--- src/rtl/nsss_pkg.sv ---
// ----------------------------------------------------------------------------
// nsss_pkg
// Shared types and command codes for the sorting cell chain.
// ----------------------------------------------------------------------------
package nsss_pkg;

	localparam int DATA_W = 32;

	// cell commands
	localparam logic [1:0] OP_HOLD   = 2'd0;
	localparam logic [1:0] OP_SHIFT  = 2'd1;
	localparam logic [1:0] OP_INSERT = 2'd2;

	// command broadcast to every cell of the chain
	typedef struct packed {
		logic [1:0]               op;
		logic signed [DATA_W-1:0] data;
	} cell_cmd_t;

endpackage

--- src/rtl/nsss_cell.sv ---
// ----------------------------------------------------------------------------
// nsss_cell
// One slot of the sorted chain: holds a value, keeps it, takes the new
// value, or takes a neighbor's value on shift and insert.
// ----------------------------------------------------------------------------
module nsss_cell
	import nsss_pkg::*;
(
	input  logic                     clk,
	input  cell_cmd_t                cmd,
	input  logic                     occ,
	input  logic signed [DATA_W-1:0] left_value,
	input  logic                     left_stay,
	input  logic signed [DATA_W-1:0] right_value,
	output logic signed [DATA_W-1:0] value,
	output logic                     stay
);

	logic signed [DATA_W-1:0] value_q;

	// an occupied slot not above the new value keeps its place on insert
	assign stay  = occ && (value_q <= cmd.data);
	assign value = value_q;

	// slot update
	always_ff @(posedge clk) begin
		case (cmd.op)
			OP_SHIFT: begin
				value_q <= right_value;
			end
			OP_INSERT: begin
				if (!stay) begin
					value_q <= left_stay ? cmd.data : left_value;
				end
			end
			default: begin
			end
		endcase
	end

endmodule

--- src/rtl/nearly_sorted_stream_sorter.sv ---
// ----------------------------------------------------------------------------
// nearly_sorted_stream_sorter
// Window sorter for a nearly sorted stream, built as a sorted chain of cells
// holding up to min(window_extent + 1, CAPACITY) values; drains on last item.
// ----------------------------------------------------------------------------
// order: the emitted minimum is loaded into the output register in the pop
//   step after its item's accept, once the output register is free; on a
//   last item the drain loads its first result after the insert step
// sequence: each item passes the accept, pop and insert steps before the next
//   is taken; the drain gives one result per cycle while output slot is free
// reset: occupancy clears to zero and window_extent to one; cell contents
//   stay undefined until written, and no clearing pass is run
// ----------------------------------------------------------------------------
module nearly_sorted_stream_sorter
	import nsss_pkg::*;
#(
	parameter int CAPACITY = 32
) (
	input  logic                     clk,
	input  logic                     arst_n,
	// configuration
	input  logic                     psel,
	input  logic                     penable,
	input  logic                     pwrite,
	input  logic [2:0]               paddr,
	input  logic [31:0]              pwdata,
	output logic [31:0]              prdata,
	output logic                     pready,
	// input items
	input  logic                     s_axis_tvalid,
	output logic                     s_axis_tready,
	input  logic [DATA_W-1:0]        s_axis_tdata,  // [31:0] value
	input  logic                     s_axis_tlast,  // last
	// result items
	output logic                     m_axis_tvalid,
	input  logic                     m_axis_tready,
	output logic [DATA_W-1:0]        m_axis_tdata,  // [31:0] value_res
	output logic                     m_axis_tlast   // last_res
);

	localparam int CW = $clog2(CAPACITY + 1);
	localparam int LW = (CW > 6) ? CW : 6;

	localparam logic [1:0] ST_IDLE  = 2'd0;
	localparam logic [1:0] ST_POP   = 2'd1;
	localparam logic [1:0] ST_INS   = 2'd2;
	localparam logic [1:0] ST_DRAIN = 2'd3;

	localparam logic REG_WINDOW = 1'b0;

	logic [4:0]               window_extent_q;
	logic [1:0]               state_q, state_d;
	logic [CW-1:0]            count_q, count_d;
	logic signed [DATA_W-1:0] item_value_q;
	logic                     item_last_q;
	logic                     out_valid_q;
	logic [DATA_W-1:0]        out_data_q;
	logic                     out_last_q;

	cell_cmd_t                cmd;
	logic                     load, load_last;
	logic                     slot_free, need_pop;
	logic [LW-1:0]            limit, window_plus, count_ext;

	logic signed [DATA_W-1:0] cell_value [CAPACITY];
	logic                     cell_stay  [CAPACITY];
	logic [CAPACITY-1:0]      occ;

	// configuration port
	assign pready = 1'b1;
	assign prdata = (paddr[2] == REG_WINDOW) ? {27'd0, window_extent_q} : 32'd0;

	always_ff @(posedge clk or negedge arst_n) begin
		if (!arst_n) begin
			window_extent_q <= 5'd1;
		end else if (psel && penable && pwrite && pready && paddr[2] == REG_WINDOW) begin
			window_extent_q <= pwdata[4:0];
		end
	end

	// occupancy limit, capped at the chain length
	assign window_plus = LW'(window_extent_q) + LW'(1);
	assign limit       = (window_plus > LW'(CAPACITY)) ? LW'(CAPACITY) : window_plus;
	assign count_ext   = LW'(count_q);
	assign need_pop    = (count_ext >= limit) && (count_q != '0);
	assign slot_free   = !out_valid_q || m_axis_tready;

	// sequencer
	always_comb begin
		state_d   = state_q;
		count_d   = count_q;
		cmd.op    = OP_HOLD;
		cmd.data  = item_value_q;
		load      = 1'b0;
		load_last = 1'b0;
		unique case (state_q)
			ST_IDLE: begin
				if (s_axis_tvalid) begin
					state_d = ST_POP;
				end
			end
			ST_POP: begin
				if (!need_pop) begin
					state_d = ST_INS;
				end else if (slot_free) begin
					load    = 1'b1;
					cmd.op  = OP_SHIFT;
					count_d = count_q - CW'(1);
					state_d = ST_INS;
				end
			end
			ST_INS: begin
				cmd.op  = OP_INSERT;
				count_d = count_q + CW'(1);
				state_d = item_last_q ? ST_DRAIN : ST_IDLE;
			end
			ST_DRAIN: begin
				if (slot_free) begin
					load      = 1'b1;
					load_last = (count_q == CW'(1));
					cmd.op    = OP_SHIFT;
					count_d   = count_q - CW'(1);
					if (count_q == CW'(1)) begin
						state_d = ST_IDLE;
					end
				end
			end
			default: begin
				state_d = ST_IDLE;
			end
		endcase
	end

	always_ff @(posedge clk or negedge arst_n) begin
		if (!arst_n) begin
			state_q <= ST_IDLE;
			count_q <= '0;
		end else begin
			state_q <= state_d;
			count_q <= count_d;
		end
	end

	// input item capture
	assign s_axis_tready = (state_q == ST_IDLE);

	always_ff @(posedge clk) begin
		if (s_axis_tvalid && s_axis_tready) begin
			item_value_q <= $signed(s_axis_tdata);
			item_last_q  <= s_axis_tlast;
		end
	end

	// output register
	always_ff @(posedge clk or negedge arst_n) begin
		if (!arst_n) begin
			out_valid_q <= 1'b0;
		end else if (load) begin
			out_valid_q <= 1'b1;
		end else if (m_axis_tready) begin
			out_valid_q <= 1'b0;
		end
	end

	always_ff @(posedge clk) begin
		if (load) begin
			out_data_q <= cell_value[0];
			out_last_q <= load_last;
		end
	end

	assign m_axis_tvalid = out_valid_q;
	assign m_axis_tdata  = out_data_q;
	assign m_axis_tlast  = out_last_q;

	// sorted cell chain, minimum at the head
	for (genvar i = 0; i < CAPACITY; i++) begin : g_cell
		logic signed [DATA_W-1:0] left_value, right_value;
		logic                     left_stay;

		assign occ[i] = (CW'(i) < count_q);

		if (i == 0) begin : g_head
			assign left_value = '0;
			assign left_stay  = 1'b1;
		end else begin : g_body
			assign left_value = cell_value[i-1];
			assign left_stay  = cell_stay[i-1];
		end

		if (i == CAPACITY - 1) begin : g_tail
			assign right_value = cell_value[i];
		end else begin : g_inner
			assign right_value = cell_value[i+1];
		end

		nsss_cell u_cell (
			.clk         (clk),
			.cmd         (cmd),
			.occ         (occ[i]),
			.left_value  (left_value),
			.left_stay   (left_stay),
			.right_value (right_value),
			.value       (cell_value[i]),
			.stay        (cell_stay[i])
		);
	end

	// occupancy never exceeds the chain
	a_count_bound: assert property (@(posedge clk) disable iff (!arst_n)
		count_q <= CW'(CAPACITY))
		else $error("occupancy above capacity");

	// an insert always finds a free slot
	a_insert_room: assert property (@(posedge clk) disable iff (!arst_n)
		state_q == ST_INS |-> count_q < CW'(CAPACITY))
		else $error("insert into full chain");

	// the head pair of the chain stays in order
	a_head_sorted: assert property (@(posedge clk) disable iff (!arst_n)
		count_q >= CW'(2) |-> cell_value[0] <= cell_value[1])
		else $error("chain head out of order");

	// the final drain result leaves the chain empty
	a_drain_empty: assert property (@(posedge clk) disable iff (!arst_n)
		load && load_last |=> count_q == '0)
		else $error("chain not empty after drain");

endmodule
--- config.mk ---
export PLATFORM = sky130hd
export DESIGN_NAME = nearly_sorted_stream_sorter
export DESIGN_NICKNAME = d
export VERILOG_FILES = /design/src/rtl/nsss_pkg.sv /design/src/rtl/nsss_cell.sv /design/src/rtl/nearly_sorted_stream_sorter.sv
export SDC_FILE = /design/constraint.sdc
export NUM_CORES = 2
export LEC_CHECK = 0
export BUFFER_PORTS_ARGS = -buffer_cell sky130_fd_sc_hd__buf_2
export CAP_MARGIN = 40
export CORE_MARGIN = 10
export CORE_UTILIZATION = 55
export CTS_CLUSTER_DIAMETER = 30
export DETAILED_ROUTE_END_ITERATION = 12
export PLACE_DENSITY = 0.69
export SLEW_MARGIN = 20
export SYNTH_ARGS = -nofsm -noshare
export SYNTH_HDL_FRONTEND = slang
export SYNTH_SLANG_ARGS = --single-unit
--- constraint.sdc ---
create_clock -name clk -period 7 [get_ports clk]
set_input_delay 0.35 -clock clk [delete_from_list [all_inputs] [get_ports clk]]
set_output_delay 0.35 -clock clk [all_outputs]
set_load 0.05 [all_outputs]
==> impl_metrics.csv <==
group,metric,value,unit
run_status,outcome,"complete, no violations",
floorplanning,ios,143,
clocking,clk_root_buffer_cell,"clkbuf_16",
drt,drc,0,
grt,grt_use_total,30.6,%
synthesis,synth_top_area_share,42.1,%
synthesis,yosys_warnings,0,
floorplanning,dieWidth,396,µm
drt,antenna_left,0,
sta,period_needed,5230,ps
place,hpwl,176,mm
sta,fin_setup_tns,0,ps
setup_path,crit_family,"buffers and inverters",
synthesis,yosysMostFrequentCell,"nand2_1",
grt,antenna_found_initial,2,
setup_path,crit_end,"g_cell[18].u_cell.value[16]",
setup_path,r2r_end,"g_cell[18].u_cell.value[16]",
sta,hold_viol,0,
synthesis,syn-cell-area,77800,µm²
layout,drive_above_1_share,11.0,%
setup_path,start_kind,"flip-flop",
clocking,htree_levels,5,
setup_path,rr_worst_depth,12,
clocking,cts_buffers,311,
setup_path,required,7600,ps
synthesis,yosys-top-cells-area,"edfxtp_1 42%, ha_1 17%, mux2i_1 12%",
floorplanning,rows,137,
setup_path,criticalPathCategory,"reg -> reg",
floorplanning,die_area,157000,µm²
layout,fin_nets,8804,
layout,ff_latch_area,33100,µm²
setup_path,cp_common_cell,"buf_4",
synthesis,synthFlopType,"edfxtp_1",
layout,multiInputGateArea,42400,µm²
grt,overflow,0,
floorplanning,initial_core_util,55.6,%
worst_hold_path,hp-class,"in -> reg",
clocking,clk_pin_slew,40,ps
synthesis,ys_ff_latch,1104,
grt,grt_pass1_vias,61892,
place,port_buffers,85,
sta,drv_slew,0,
setup_path,path_cells,"buf_4 > inv_2 > buf_4 > ha_1 > nand4_1 > nor4_1 > nand3_1 > a31o_2 > a21oi_4 > buf_4 > mux2i_1 > o21ai_0",
sta,rsz0062_at_grt,"false",
grt,grt_max_degree,257,
clocking,cts_tree,"built",
synthesis,async_reset_ff_share,1.27,%
sta,relSlewSlack,27.2,%
sta,period_share,74.6,%
floorplanning,core_area,140000,µm²
drt,dr.pass1.iters,8,
place,place_congestion,0.929,
flow_run,drv_cap,0,
setup_path,worstPathArrival,5820,ps
setup_path,cp_num_buf_inv,4,
setup_path,cp.depth,12,
sta,finalSetupViolCount,0,
synthesis,syn_area_per_cell,10.4,µm²
synthesis,synthesis.instances,7491,
setup_path,max_stage_delay,650,ps
setup_path,crit_start,"item_value_q[24]",
layout,fillers,10919,
synthesis,synth_edf_count,1090,
setup_path,cp_slowest_cell,"a21oi_4",
setup_path,crit_fanout,32,
drt,drt_iter0_markers,7728,
setup_path,r2r_slack,1770,ps
drt,via_per_inst,6.50,
clocking,insertion_delay,920,ps
synthesis,yosys.area.top_type,"edfxtp_1",
synthesis,synth-seq-area-share,42.5,%
drt,vias,63604,
layout,area.growth.synth_to_final,17.0,%
sta,finClkSkew,66.9,ps
sta,worstMarginPinSlew,1090,ps
setup_path,reg2reg_from,"item_value_q[24]",
drt,routed_wl,249,mm
grt,grt_pass1_wl,374,mm
clocking,clock_sinks,1104,
sta,fmax,0.191,GHz
synthesis,synth_cell_type_count,78,
floorplanning,die_h,396,µm
drt,wl_per_cell,25.4,µm
setup_path,worst_setup_path_end_kind,"flip-flop",
synthesis,ys_top_cells_by_count,"1149 x nand2_1, 1090 x edfxtp_1, 1034 x ha_1",
clocking,cts_buffer_depth,4,
==> worst reg2reg max path, delay by kind of cell, from the launching register on <==
family          cells  cell delay, ps
compound gates      3            1070
fa+ha+maj           1             370
buf+inv             4            1950
flops               1             340
mux                 1             270
simple gates        3             960
==> stage by stage <==
step                setup WS (ps)  util (%)  hold slack [ps]  area [µm²]  cells
floorplan                    1620         -             54.4       77900   7517
global placement             1690      57.2              277       80100   9190
detailed placement           1920      57.5              286       80500   9209
CTS                          1920      64.9             14.1       90900   9782
global route                 1670      65.0             55.4       91000   9789
finish                       1770      65.0             56.1       91000   9789
==> flip-flops by register name (all words and copies together) (netlist names) <==
name                 count
item_value_q            32
m_axis_tdata            32
window_extent_q          5
m_axis_tlast             1
count_ext                6
state_q                  2
m_axis_tvalid            1
g_cell.u_cell.value   1024
item_last_q              1
==> layout make-up <==
class / instances / area share [%]
clock buffers: 366 / 8.93
clock inverters: 164 / 2.06
well taps: 1876 / 2.58
multi-input cells: 5804 / 46.5
repair buffers: 322 / 2.92
flip-flops and latches: 1104 / 36.3
inverters: 152 / 0.627
diodes: 1 / 0.00275
==> metal layers <==
| metal | track usage [%] | up-vias | wire [µm] |
|---|---|---|---|
| met5 | 0 | - | 0 |
| met4 | 16.1 | 0 | 14100 |
| met3 | 5.21 | 816 | 27100 |
| met2 | 44.4 | 3681 | 103000 |
| met1 | 43.5 | 30351 | 104000 |
| li1 | - | 28756 | - |
==> worst min-delay path by stage <==
stage                      start                 end  slack, ps  depth (start not counted)
after detailed placement  arst_n  window_extent_q[1]        290                          1
final                     pwrite  window_extent_q[2]         60                          3
after floorplan           arst_n        count_ext[0]         50                          0
after global routing      pwrite  window_extent_q[0]         60                          3
after CTS                 pwrite  window_extent_q[2]         10                          3
after global placement    arst_n  window_extent_q[1]        280                          1
==> cell families (layout without fill, tap and decap cells) <==
kind of cell             after synthesis  after routing  share of synthesized area (%)
AO/OA/AOI/OAI                       1954           1954                           14.2
XOR/XNOR                               7              7                         0.0788
adder cells (fa/ha/maj)             1034           1034                           16.6
buffers and inverters                609           1004                           3.52
flip-flops                          1104           1104                           42.5
multiplexers                         970            970                           12.6
other                                  2             29                        0.00965
AND/OR/NAND/NOR                     1811           1811                           10.4
==> placed cells by master, fill, tap and decap left out, types with 13 or more instances in the layout <==
master	n
dfrtp_1	13
nand2b_1	19
mux2_2	30
and4bb_2	14
o31ai_4	14
inv_1	121
o221ai_1	28
dlygate4sd3_1	43
nor2b_1	61
a22oi_1	16
o21bai_1	16
nand4_1	224
clkinv_1	56
edfxtp_1	1090
nor4_1	34
buf_4	168
mux2i_1	933
o211ai_1	42
nor2_1	108
nor2_2	27
a31oi_1	22
o21ai_0	982
bufinv_16	39
nand2_1	1147
a21oi_1	460
nor3_1	51
buf_2	85
conb_1	28
o21ai_1	109
clkbuf_16	317
ha_1	1034
clkinv_2	42
nand3_1	74
clkbuf_1	48
inv_2	31
a21o_1	165
==> what timing repair did <==
item,in CTS,in global routing
resized for setup,0,0
endpoints found under the hold margin,55,0
hold buffers,43,0
setup buffers,0,0
Power is not shown: default switching activity piles up to over one toggle a cycle in this logic, so the estimate is an artifact.
